**config.mk**
```make
export PLATFORM = sky130hd
export DESIGN_NAME = lcd_mode_line_timing_flat
export DESIGN_NICKNAME = d
export VERILOG_FILES = /design/src/sv/lmlt_pkg.sv /design/src/sv/lmlt_if.sv /design/src/sv/lmlt_apb_regs.sv /design/src/sv/lmlt_line_core.sv /design/src/sv/lcd_mode_line_timing.sv /design/src/flat_wrapper.sv
export SDC_FILE = /design/constraint.sdc
export NUM_CORES = 1
export LEC_CHECK = 0
export ABC_AREA = 1
export BUFFER_PORTS_ARGS = -buffer_cell sky130_fd_sc_hd__buf_2
export CAP_MARGIN = 20
export CORE_UTILIZATION = 60
export CTS_CLUSTER_SIZE = 24
export DETAILED_ROUTE_END_ITERATION = 8
export HOLD_SLACK_MARGIN = 0.05
export PLACE_DENSITY = 0.86
export SYNTH_ARGS = -nofsm -noshare
export SYNTH_HDL_FRONTEND = slang
export SYNTH_SLANG_ARGS = --single-unit
```
**constraint.sdc**
```tcl
create_clock -name i_clk -period 6.7 [get_ports i_clk]
set_input_delay 1.34 -clock i_clk [delete_from_list [all_inputs] [get_ports i_clk]]
set_output_delay 1.34 -clock i_clk [all_outputs]
set_load 0.05 [all_outputs]
```
**src/sv/lmlt_pkg.sv**
```systemverilog
// Shared types and constants for the LCD mode and scanline timing block.
`timescale 1ns / 1ps

package lmlt_pkg;

    // LCD mode codes as reported in the timing result.
    typedef enum logic [1:0] {
        LCD_HBLANK = 2'd0,
        LCD_VBLANK = 2'd1,
        LCD_OAM    = 2'd2,
        LCD_VRAM   = 2'd3
    } t_lcd_mode;

    // Bit positions inside the irq_en field of t_cfg.
    localparam int unsigned IRQ_EN_HBLANK = 0;
    localparam int unsigned IRQ_EN_VBLANK = 1;
    localparam int unsigned IRQ_EN_OAM    = 2;
    localparam int unsigned IRQ_EN_LYC    = 3;

    // Register indexes (word address bit 2 of the APB port).
    localparam logic REG_LINE_COMPARE = 1'b0;
    localparam logic REG_IRQ_ENABLES  = 1'b1;

    localparam int unsigned APB_ADDR_W = 3;
    localparam int unsigned APB_DATA_W = 32;

    localparam logic [15:0] CYCLE_MAX = 16'hFFFF;

    typedef struct packed {
        logic [7:0] line_compare;
        logic [3:0] irq_en;
    } t_cfg;

    typedef struct packed {
        logic [5:0] elapsed_cycles;
        logic       line_done;
    } t_tick_req;

    typedef struct packed {
        t_lcd_mode   lcd_mode;
        logic [7:0]  line_number;
        logic        coincidence;
        logic        vblank_irq;
        logic        status_irq;
        logic [15:0] frame_count;
    } t_tick_rsp;

endpackage

```
**src/sv/lmlt_if.sv**
```systemverilog
// Valid/ready stream interfaces for tick requests and timing results.
`timescale 1ns / 1ps

interface lmlt_tick_if;
    logic       valid;
    logic       ready;
    logic [5:0] elapsed_cycles;
    logic       line_done;

    modport source (output valid, output elapsed_cycles, output line_done, input ready);
    modport sink   (input valid, input elapsed_cycles, input line_done, output ready);
endinterface

interface lmlt_result_if;
    logic        valid;
    logic        ready;
    logic [1:0]  lcd_mode;
    logic [7:0]  line_number;
    logic        coincidence;
    logic        vblank_irq;
    logic        status_irq;
    logic [15:0] frame_count;

    modport source (
        output valid, output lcd_mode, output line_number, output coincidence,
        output vblank_irq, output status_irq, output frame_count, input ready
    );
    modport sink (
        input valid, input lcd_mode, input line_number, input coincidence,
        input vblank_irq, input status_irq, input frame_count, output ready
    );
endinterface

```
**src/sv/lmlt_apb_regs.sv**
```systemverilog
// APB register file: line compare and status interrupt enables.
`timescale 1ns / 1ps

module lmlt_apb_regs
    import lmlt_pkg::*;
(
    input  logic                  i_clk,
    input  logic                  i_rst_n,
    input  logic                  i_psel,
    input  logic                  i_penable,
    input  logic                  i_pwrite,
    input  logic [APB_ADDR_W-1:0] i_paddr,
    input  logic [APB_DATA_W-1:0] i_pwdata,
    output logic [APB_DATA_W-1:0] o_prdata,
    output logic                  o_pready,
    output t_cfg                  o_cfg
);

    t_cfg r_cfg;
    t_cfg n_cfg;
    logic wr_en;

    assign o_pready = 1'b1;
    assign wr_en    = i_psel && i_penable && i_pwrite;

    always_comb begin
        n_cfg = r_cfg;
        if (wr_en) begin
            case (i_paddr[2])
                REG_LINE_COMPARE: n_cfg.line_compare = i_pwdata[7:0];
                REG_IRQ_ENABLES:  n_cfg.irq_en       = i_pwdata[3:0];
                default:          n_cfg              = r_cfg;
            endcase
        end
    end

    always_ff @(posedge i_clk) begin
        if (!i_rst_n) begin
            r_cfg <= '0;
        end else begin
            r_cfg <= n_cfg;
        end
    end

    always_comb begin
        case (i_paddr[2])
            REG_LINE_COMPARE: o_prdata = {24'd0, r_cfg.line_compare};
            REG_IRQ_ENABLES:  o_prdata = {28'd0, r_cfg.irq_en};
            default:          o_prdata = '0;
        endcase
    end

    assign o_cfg = r_cfg;

endmodule

```
**src/sv/lmlt_line_core.sv**
```systemverilog
// Mode sequencer, cycle counter, line counter and frame counter.
`timescale 1ns / 1ps

module lmlt_line_core
    import lmlt_pkg::*;
#(
    parameter int OAM_CYCLES         = 80,
    parameter int HBLANK_CYCLES      = 204,
    parameter int VBLANK_LINE_CYCLES = 456,
    parameter int VISIBLE_LINES      = 144,
    parameter int TOTAL_LINES        = 154
) (
    input  logic      i_clk,
    input  logic      i_rst_n,
    input  logic      i_step,
    input  t_tick_req i_req,
    input  t_cfg      i_cfg,
    output t_tick_rsp o_rsp
);

    t_lcd_mode   r_mode,  n_mode;
    logic [15:0] r_cyc,   n_cyc;
    logic [7:0]  r_line,  n_line;
    logic        r_coin,  n_coin;
    logic [15:0] r_frame, n_frame;
    logic        n_vbl;
    logic        n_stat;

    logic [16:0] cyc_sum;
    logic [15:0] cyc_sat;
    logic [7:0]  line_inc;
    logic        lyc_hit;
    logic        oam_end, hb_end, vbl_end;
    logic        to_vblank, frame_end;

    // Saturating cycle accumulate and the end-of-period compares.
    always_comb begin
        cyc_sum   = {1'b0, r_cyc} + {11'd0, i_req.elapsed_cycles};
        cyc_sat   = cyc_sum[16] ? CYCLE_MAX : cyc_sum[15:0];
        line_inc  = r_line + 8'd1;
        lyc_hit   = (line_inc == i_cfg.line_compare);
        oam_end   = (cyc_sat >= 16'(OAM_CYCLES));
        hb_end    = (cyc_sat >= 16'(HBLANK_CYCLES));
        vbl_end   = (cyc_sat >= 16'(VBLANK_LINE_CYCLES));
        to_vblank = (line_inc >= 8'(VISIBLE_LINES));
        frame_end = (line_inc >= 8'(TOTAL_LINES));
    end

    // Next mode.
    always_comb begin
        n_mode = r_mode;
        case (r_mode)
            LCD_OAM:    if (oam_end) n_mode = LCD_VRAM;
            LCD_VRAM:   if (i_req.line_done) n_mode = LCD_HBLANK;
            LCD_HBLANK: if (hb_end) n_mode = to_vblank ? LCD_VBLANK : LCD_OAM;
            LCD_VBLANK: if (vbl_end && frame_end) n_mode = LCD_OAM;
            default:    n_mode = r_mode;
        endcase
    end

    // Counters, compare flag and interrupt requests.
    always_comb begin
        n_cyc   = cyc_sat;
        n_line  = r_line;
        n_coin  = r_coin;
        n_frame = r_frame;
        n_vbl   = 1'b0;
        n_stat  = 1'b0;
        case (r_mode)
            LCD_OAM: begin
                if (oam_end) n_cyc = '0;
            end
            LCD_VRAM: begin
                if (i_req.line_done) n_stat = i_cfg.irq_en[IRQ_EN_HBLANK];
            end
            LCD_HBLANK: begin
                if (hb_end) begin
                    n_cyc  = '0;
                    n_line = line_inc;
                    n_coin = lyc_hit;
                    if (to_vblank) begin
                        n_vbl   = 1'b1;
                        n_frame = r_frame + 16'd1;
                        n_stat  = (lyc_hit && i_cfg.irq_en[IRQ_EN_LYC])
                                  || i_cfg.irq_en[IRQ_EN_VBLANK];
                    end else begin
                        n_stat  = (lyc_hit && i_cfg.irq_en[IRQ_EN_LYC])
                                  || i_cfg.irq_en[IRQ_EN_OAM];
                    end
                end
            end
            LCD_VBLANK: begin
                if (vbl_end) begin
                    n_cyc  = '0;
                    n_coin = lyc_hit;
                    n_stat = lyc_hit && i_cfg.irq_en[IRQ_EN_LYC];
                    if (frame_end) begin
                        n_line = '0;
                        n_stat = n_stat || i_cfg.irq_en[IRQ_EN_OAM];
                    end else begin
                        n_line = line_inc;
                    end
                end
            end
            default: begin
                n_cyc = cyc_sat;
            end
        endcase
    end

    always_ff @(posedge i_clk) begin
        if (!i_rst_n) begin
            r_mode  <= LCD_OAM;
            r_cyc   <= '0;
            r_line  <= '0;
            r_coin  <= 1'b0;
            r_frame <= '0;
        end else if (i_step) begin
            r_mode  <= n_mode;
            r_cyc   <= n_cyc;
            r_line  <= n_line;
            r_coin  <= n_coin;
            r_frame <= n_frame;
        end
    end

    assign o_rsp.lcd_mode    = n_mode;
    assign o_rsp.line_number = n_line;
    assign o_rsp.coincidence = n_coin;
    assign o_rsp.vblank_irq  = n_vbl;
    assign o_rsp.status_irq  = n_stat;
    assign o_rsp.frame_count = n_frame;

`ifndef ASSERT_OFF
    a_vblank_line: assert property (@(posedge i_clk) disable iff (!i_rst_n)
        r_mode == LCD_VBLANK |-> r_line >= 8'(VISIBLE_LINES))
        else $error("vblank mode on a visible line");

    a_visible_line: assert property (@(posedge i_clk) disable iff (!i_rst_n)
        r_mode != LCD_VBLANK |-> r_line < 8'(VISIBLE_LINES))
        else $error("visible mode outside the visible lines");

    a_frame_step: assert property (@(posedge i_clk) disable iff (!i_rst_n)
        ($past(i_rst_n) && r_frame != $past(r_frame))
        |-> (r_mode == LCD_VBLANK && $past(r_mode) == LCD_HBLANK))
        else $error("frame count moved outside the entry to vblank");

    a_oam_clear: assert property (@(posedge i_clk) disable iff (!i_rst_n)
        ($past(i_rst_n) && $past(r_mode) == LCD_OAM && r_mode == LCD_VRAM)
        |-> r_cyc == '0)
        else $error("cycle count not cleared at the end of oam");
`endif

endmodule

```
**src/sv/lcd_mode_line_timing.sv**
```systemverilog
// Top level of the LCD mode and scanline timing block.
`timescale 1ns / 1ps

// LCD mode and scanline timing. Each tick request adds elapsed machine
// cycles to a saturating 16-bit count and steps the mode sequence
// OAM -> VRAM -> HBLANK -> OAM ... and, after the last visible line, VBLANK.
// One result comes back per request with the mode, line counter, compare
// flag, vblank / status interrupt requests and the frame count. Throughput
// is one request per clock while the sink is ready. A request passes the
// input register, then the mode/counter update and result register. The
// only feedback loop is the state update, so back-to-back requests run at
// full rate. The output register is loaded only when it is empty or being
// drained, so a stalled sink holds the result and the input register
// absorbs one more request before the tick channel is backpressured.
// Config (APB, addr 0x0 line compare, 0x4 interrupt enables) must be written
// while no request is in flight; a new compare value applies from the next
// line increment onward.
module lcd_mode_line_timing
    import lmlt_pkg::*;
#(
    parameter int OAM_CYCLES         = 80,
    parameter int HBLANK_CYCLES      = 204,
    parameter int VBLANK_LINE_CYCLES = 456,
    parameter int VISIBLE_LINES      = 144,
    parameter int TOTAL_LINES        = 154
) (
    input  logic                  i_clk,
    input  logic                  i_rst_n,
    lmlt_tick_if.sink             i_tick,
    lmlt_result_if.source         o_result,
    input  logic                  i_psel,
    input  logic                  i_penable,
    input  logic                  i_pwrite,
    input  logic [APB_ADDR_W-1:0] i_paddr,
    input  logic [APB_DATA_W-1:0] i_pwdata,
    output logic [APB_DATA_W-1:0] o_prdata,
    output logic                  o_pready
);

    t_cfg      cfg;
    t_tick_rsp core_rsp;

    logic      r_in_valid, n_in_valid;
    t_tick_req r_in_req;
    logic      r_out_valid, n_out_valid;
    t_tick_rsp r_out_rsp;

    logic in_acc;   // tick request taken this cycle
    logic advance;  // result register free to load
    logic step;     // buffered request processed this cycle

    lmlt_apb_regs u_regs (
        .i_clk     (i_clk),
        .i_rst_n   (i_rst_n),
        .i_psel    (i_psel),
        .i_penable (i_penable),
        .i_pwrite  (i_pwrite),
        .i_paddr   (i_paddr),
        .i_pwdata  (i_pwdata),
        .o_prdata  (o_prdata),
        .o_pready  (o_pready),
        .o_cfg     (cfg)
    );

    lmlt_line_core #(
        .OAM_CYCLES         (OAM_CYCLES),
        .HBLANK_CYCLES      (HBLANK_CYCLES),
        .VBLANK_LINE_CYCLES (VBLANK_LINE_CYCLES),
        .VISIBLE_LINES      (VISIBLE_LINES),
        .TOTAL_LINES        (TOTAL_LINES)
    ) u_core (
        .i_clk   (i_clk),
        .i_rst_n (i_rst_n),
        .i_step  (step),
        .i_req   (r_in_req),
        .i_cfg   (cfg),
        .o_rsp   (core_rsp)
    );

    // Handshake: the input stage drains whenever the result stage can load.
    assign advance      = !r_out_valid || o_result.ready;
    assign step         = r_in_valid && advance;
    assign i_tick.ready = !r_in_valid || advance;
    assign in_acc       = i_tick.valid && i_tick.ready;

    always_comb begin
        n_in_valid = r_in_valid;
        if (in_acc) begin
            n_in_valid = 1'b1;
        end else if (advance) begin
            n_in_valid = 1'b0;
        end
        n_out_valid = r_out_valid;
        if (step) begin
            n_out_valid = 1'b1;
        end else if (o_result.ready) begin
            n_out_valid = 1'b0;
        end
    end

    always_ff @(posedge i_clk) begin
        if (!i_rst_n) begin
            r_in_valid  <= 1'b0;
            r_out_valid <= 1'b0;
        end else begin
            r_in_valid  <= n_in_valid;
            r_out_valid <= n_out_valid;
        end
    end

    // Payload registers, no reset needed.
    always_ff @(posedge i_clk) begin
        if (in_acc) begin
            r_in_req.elapsed_cycles <= i_tick.elapsed_cycles;
            r_in_req.line_done      <= i_tick.line_done;
        end
        if (step) begin
            r_out_rsp <= core_rsp;
        end
    end

    assign o_result.valid       = r_out_valid;
    assign o_result.lcd_mode    = r_out_rsp.lcd_mode;
    assign o_result.line_number = r_out_rsp.line_number;
    assign o_result.coincidence = r_out_rsp.coincidence;
    assign o_result.vblank_irq  = r_out_rsp.vblank_irq;
    assign o_result.status_irq  = r_out_rsp.status_irq;
    assign o_result.frame_count = r_out_rsp.frame_count;

`ifndef ASSERT_OFF
    a_no_overrun: assert property (@(posedge i_clk) disable iff (!i_rst_n)
        (r_in_valid && !advance) |-> !i_tick.ready)
        else $error("tick request taken over a buffered one");

    a_step_loads: assert property (@(posedge i_clk) disable iff (!i_rst_n)
        step |=> r_out_valid)
        else $error("processed request produced no result");

    a_stall_holds: assert property (@(posedge i_clk) disable iff (!i_rst_n)
        (r_out_valid && !o_result.ready) |=> (r_out_valid && $stable(r_out_rsp)))
        else $error("stalled result changed");
`endif

endmodule
```
**src/flat_wrapper.sv**
```systemverilog
// flat-port wrapper written by rule: the top's interface ports become plain ports
module lcd_mode_line_timing_flat import lmlt_pkg::*;
#(
    parameter int OAM_CYCLES         = 80,
    parameter int HBLANK_CYCLES      = 204,
    parameter int VBLANK_LINE_CYCLES = 456,
    parameter int VISIBLE_LINES      = 144,
    parameter int TOTAL_LINES        = 154
)
  (i_clk, i_rst_n, i_psel, i_penable, i_pwrite, i_paddr, i_pwdata, o_prdata, o_pready, i_tick_valid, i_tick_elapsed_cycles, i_tick_line_done, i_tick_ready, o_result_valid, o_result_lcd_mode, o_result_line_number, o_result_coincidence, o_result_vblank_irq, o_result_status_irq, o_result_frame_count, o_result_ready);
  lmlt_tick_if i_tick_i ();
  lmlt_result_if o_result_i ();
  input  logic i_clk;
  input  logic i_rst_n;
  input  logic i_psel;
  input  logic i_penable;
  input  logic i_pwrite;
  input  logic [APB_ADDR_W-1:0] i_paddr;
  input  logic [APB_DATA_W-1:0] i_pwdata;
  output logic [APB_DATA_W-1:0] o_prdata;
  output logic o_pready;
  input wire logic [$bits(i_tick_i.valid)-1:0] i_tick_valid;
  input wire logic [$bits(i_tick_i.elapsed_cycles)-1:0] i_tick_elapsed_cycles;
  input wire logic [$bits(i_tick_i.line_done)-1:0] i_tick_line_done;
  output wire logic [$bits(i_tick_i.ready)-1:0] i_tick_ready;
  output wire logic [$bits(o_result_i.valid)-1:0] o_result_valid;
  output wire logic [$bits(o_result_i.lcd_mode)-1:0] o_result_lcd_mode;
  output wire logic [$bits(o_result_i.line_number)-1:0] o_result_line_number;
  output wire logic [$bits(o_result_i.coincidence)-1:0] o_result_coincidence;
  output wire logic [$bits(o_result_i.vblank_irq)-1:0] o_result_vblank_irq;
  output wire logic [$bits(o_result_i.status_irq)-1:0] o_result_status_irq;
  output wire logic [$bits(o_result_i.frame_count)-1:0] o_result_frame_count;
  input wire logic [$bits(o_result_i.ready)-1:0] o_result_ready;
  assign i_tick_i.valid = i_tick_valid;
  assign i_tick_i.elapsed_cycles = i_tick_elapsed_cycles;
  assign i_tick_i.line_done = i_tick_line_done;
  assign i_tick_ready = i_tick_i.ready;
  assign o_result_valid = o_result_i.valid;
  assign o_result_lcd_mode = o_result_i.lcd_mode;
  assign o_result_line_number = o_result_i.line_number;
  assign o_result_coincidence = o_result_i.coincidence;
  assign o_result_vblank_irq = o_result_i.vblank_irq;
  assign o_result_status_irq = o_result_i.status_irq;
  assign o_result_frame_count = o_result_i.frame_count;
  assign o_result_i.ready = o_result_ready;
  lcd_mode_line_timing #(.OAM_CYCLES(OAM_CYCLES), .HBLANK_CYCLES(HBLANK_CYCLES), .VBLANK_LINE_CYCLES(VBLANK_LINE_CYCLES), .VISIBLE_LINES(VISIBLE_LINES), .TOTAL_LINES(TOTAL_LINES)) u_core (.i_clk(i_clk), .i_rst_n(i_rst_n), .i_tick(i_tick_i), .o_result(o_result_i), .i_psel(i_psel), .i_penable(i_penable), .i_pwrite(i_pwrite), .i_paddr(i_paddr), .i_pwdata(i_pwdata), .o_prdata(o_prdata), .o_pready(o_pready));
endmodule
```
==> metrics <==
simple-gate share of the synthesized area 0.333; ys flop type dfxtp_1; Adder-Cell Fraction of Synth Area 0.0232; Final GP Congestion 0.928; Mapped Area 5710 um2; CTS sink count 93; Pins Over Slew Limit 0; Worst R2R End u_core.o_result.status_irq$_DFFE_PP_; crit-path max cell delay 460 ps; RSZ-0062 raised after global routing no; worst setup margin between 2000 and 3000 ps; fin util 0.666; Hold Vio Cnt, Final 0; reg2reg start u_core.r_in_req[1]$_DFFE_PP_; mux cell area share after synthesis 0; core footprint about 9200 um2; Tmin final 3770 ps; DRC 0; R2R cell count 17; IO Pins roughly 110; antenna violations before repair 0; TritonCTS clock tree done; tightest hold margin ~480 ps; IR drop worst, VDD about 0.00012 V; hold buffers post-CTS 0; Commonest cells post-synth nand2_1, inv_1, nand3_1; share of layout cells above drive strength 1 0.114; TritonRoute pass-1 iters 5; critical path type reg -> reg; Slew @ Worst Pin approximately 1000 ps; first-pass GRT wire length slightly above 20000 um; cells along the critical path ha_1 -> fa_1 -> nand3_1 -> nand3_1 -> nand2_1 -> nand2_1 -> nand2_2 -> nand3_1 -> inv_1 -> nand2_1 -> nor2_4 -> nand3_4 -> nand3_2 -> inv_2 -> nand2_1 -> nand3_1 -> a21o_1; clk root buf clkbuf_8; pre-CTS setup slack 2990 ps; Hold Crit Class reg -> reg; Syn Inst Count 821; ranking of synthesized cells by area dfxtp_1, edfxtp_1, nand2_1; CP delay by family, top simple AND/OR/NAND/NOR gates; Synth top area share 0.200; CTS buffer count 9; Data required, critical path 6820 ps; GRT Util Overall 0.257; die height about 100 um; Via density 5.32; Area growth syn-to-layout 7.78%; hold path startpoint u_core.u_core.r_cyc[2]$_SDFFE_PN0P_; Setup crit start kind register; critical path endpoint category register; pin count of the biggest net entering global routing 66; vias in the first global route 4618; Synth Area in Compound Gates 0.103; vias about 5300; worst rel slew slack 0.303; max_cap viols 0; Initial DRC Count 440; EDFF count, synth 36; Final Cell Area between 6000 and 7000 um2; largest family of logic cells by synthesized area simple AND/OR/NAND/NOR gates; post-synth cell types 42; Critical Path AT 3890 ps; most frequent cell after synthesis nand2_1; Mean Syn Cell Area slightly below 7 um2; Worst-Skew Late Latency roughly 360 ps; Layout Cells excl Fill ~1000; Clock Skews 14.7 ps; outcome finished, final reports clean; H-tree depth 3; asr flop ratio synth 0; CP max-delay cell fa_1; CTS max path bufs 2; #FFs+latches synth 93; critical path peak fanout 18; Port Buffers 61; XOR/XNOR Fraction of Synth Area 0.0259; clock slew at reported path FFs around 100 ps; synth warn 0; TNS Setup 0 ps; R2R setup slack 2930 ps; GR Overflow Total 0; Final Setup Violations 0; final wirelength between 10000 and 15000 um; Starting Density 0.618; DIE WIDTH roughly 100 um; post-synthesis sequential area ratio 0.389; Routed wire per std cell between 10 and 15 um; Leak 2.98 nW; # nets final just over 900; Final ANT Viol Nets 0; full die area about 10000 um2; Rows 35; hold depth 2; Final Total Pwr around 1.2 mW; PwrDens between 150 and 200 nW/um2; Final period util 0.562; fmax 266 MHz; Hold Path Sink u_core.u_core.r_cyc[2]$_SDFFE_PN0P_; Placed Area roughly 6000 um2; post-synth top area cell dfxtp_1; post_cts resized 0; dpl cells about 990; dpl hpwl 8590 um; ANT cells 0; worst path bufs/invs 2; Post-CTS Repair Setup Buffers 0
-- power by group --
group | switching [mW] | internal [mW] | leakage [nW]
sequential | 0.0204 | 0.620 | 0.812
clock | 0.204 | 0.136 | 0.0933
combinational | 0.180 | 0.0604 | 2.07
total | 0.404 | 0.816 | 2.98
-- worst max path at each step --
| stage | start | cells after the start | end | slack, ps |
|---|---|---|---|---|
| floorplan | i_paddr[2] | 2 | o_prdata[2] | 2720 |
| global placement | u_core.r_in_req[1]$_DFFE_PP_ | 17 | u_core.o_result.status_irq$_DFFE_PP_ | 3000 |
| detailed placement | u_core.r_in_req[1]$_DFFE_PP_ | 17 | u_core.o_result.status_irq$_DFFE_PP_ | 2990 |
| CTS | u_core.r_in_req[1]$_DFFE_PP_ | 17 | u_core.o_result.status_irq$_DFFE_PP_ | 2960 |
| global route | u_core.r_in_req[1]$_DFFE_PP_ | 17 | u_core.o_result.status_irq$_DFFE_PP_ | 2620 |
| finish | u_core.r_in_req[1]$_DFFE_PP_ | 17 | u_core.o_result.status_irq$_DFFE_PP_ | 2930 |
-- flip-flops by register name, summed over array words and instances, names as in the netlist, 2 cells and up --
signal                       flops
u_core.o_result.frame_count     16
u_core.u_core.r_cyc             16
u_core.u_core.r_frame           16
u_core.u_regs.o_cfg             12
u_core.o_result.line_number      8
u_core.u_core.r_line             8
u_core.r_in_req                  7
u_core.o_result.lcd_mode         2
u_core.u_core.r_mode             2
-- cell type report --
class,count,area [um2]
sequential,93,2220
timing repair buffer,64,328
inverter,109,409
clock inverter,7,50.0
fill,805,3090
tap,129,161
clock buffer,9,124
multi-input combinational,593,2860
-- kinds of logic (layout without fill, tap and decap cells) --
family / count (synthesis) / count (layout)
and+or+nand+nor: 430 / 430
buffers and inverters: 158 / 189
AOI/OAI and AO/OA: 112 / 112
DFF: 93 / 93
xor gates and xnor gates: 16 / 16
adders and majority gates: 10 / 10
other: 2 / 25
-- worst register-to-register path: stages (launching register included) --
cell      delay [ps]
edfxtp_1         380
ha_1             260
fa_1             460
nand3_1          110
nand3_1          150
nand2_1          120
nand2_1           80
nand2_2          230
nand3_1          200
inv_1             80
nand2_1           90
nor2_4           250
nand3_4          250
nand3_2          320
inv_2            190
nand2_1           90
nand3_1           90
a21o_1           170
-- layout by cell type, fill, tap and decap left out, drive strengths merged, types with 3 or more instances in the layout --
| cell | instances |
|---|---|
| o21ai | 57 |
| edfxtp | 36 |
| o211ai | 3 |
| nand4 | 21 |
| or2 | 3 |
| nand3 | 98 |
| inv | 109 |
| nor3 | 10 |
| clkinv | 7 |
| xor2 | 12 |
| nand2 | 222 |
| xnor2 | 4 |
| dfxtp | 57 |
| nor2 | 71 |
| a21oi | 49 |
| ha | 9 |
| buf | 64 |
| clkbuf | 9 |
| conb | 25 |
-- layer usage --
| layer | global-route usage | up-vias | part of all wire |
|---|---|---|---|
| met5 | 0 | - | 0 |
| met4 | 0.0928 | 0 | 0.021 |
| li1 | - | 2724 | - |
| met2 | 0.414 | 253 | 0.45 |
| met1 | 0.358 | 2335 | 0.46 |
| met3 | 0.0309 | 29 | 0.074 |
(Power assumes the default switching activity.)
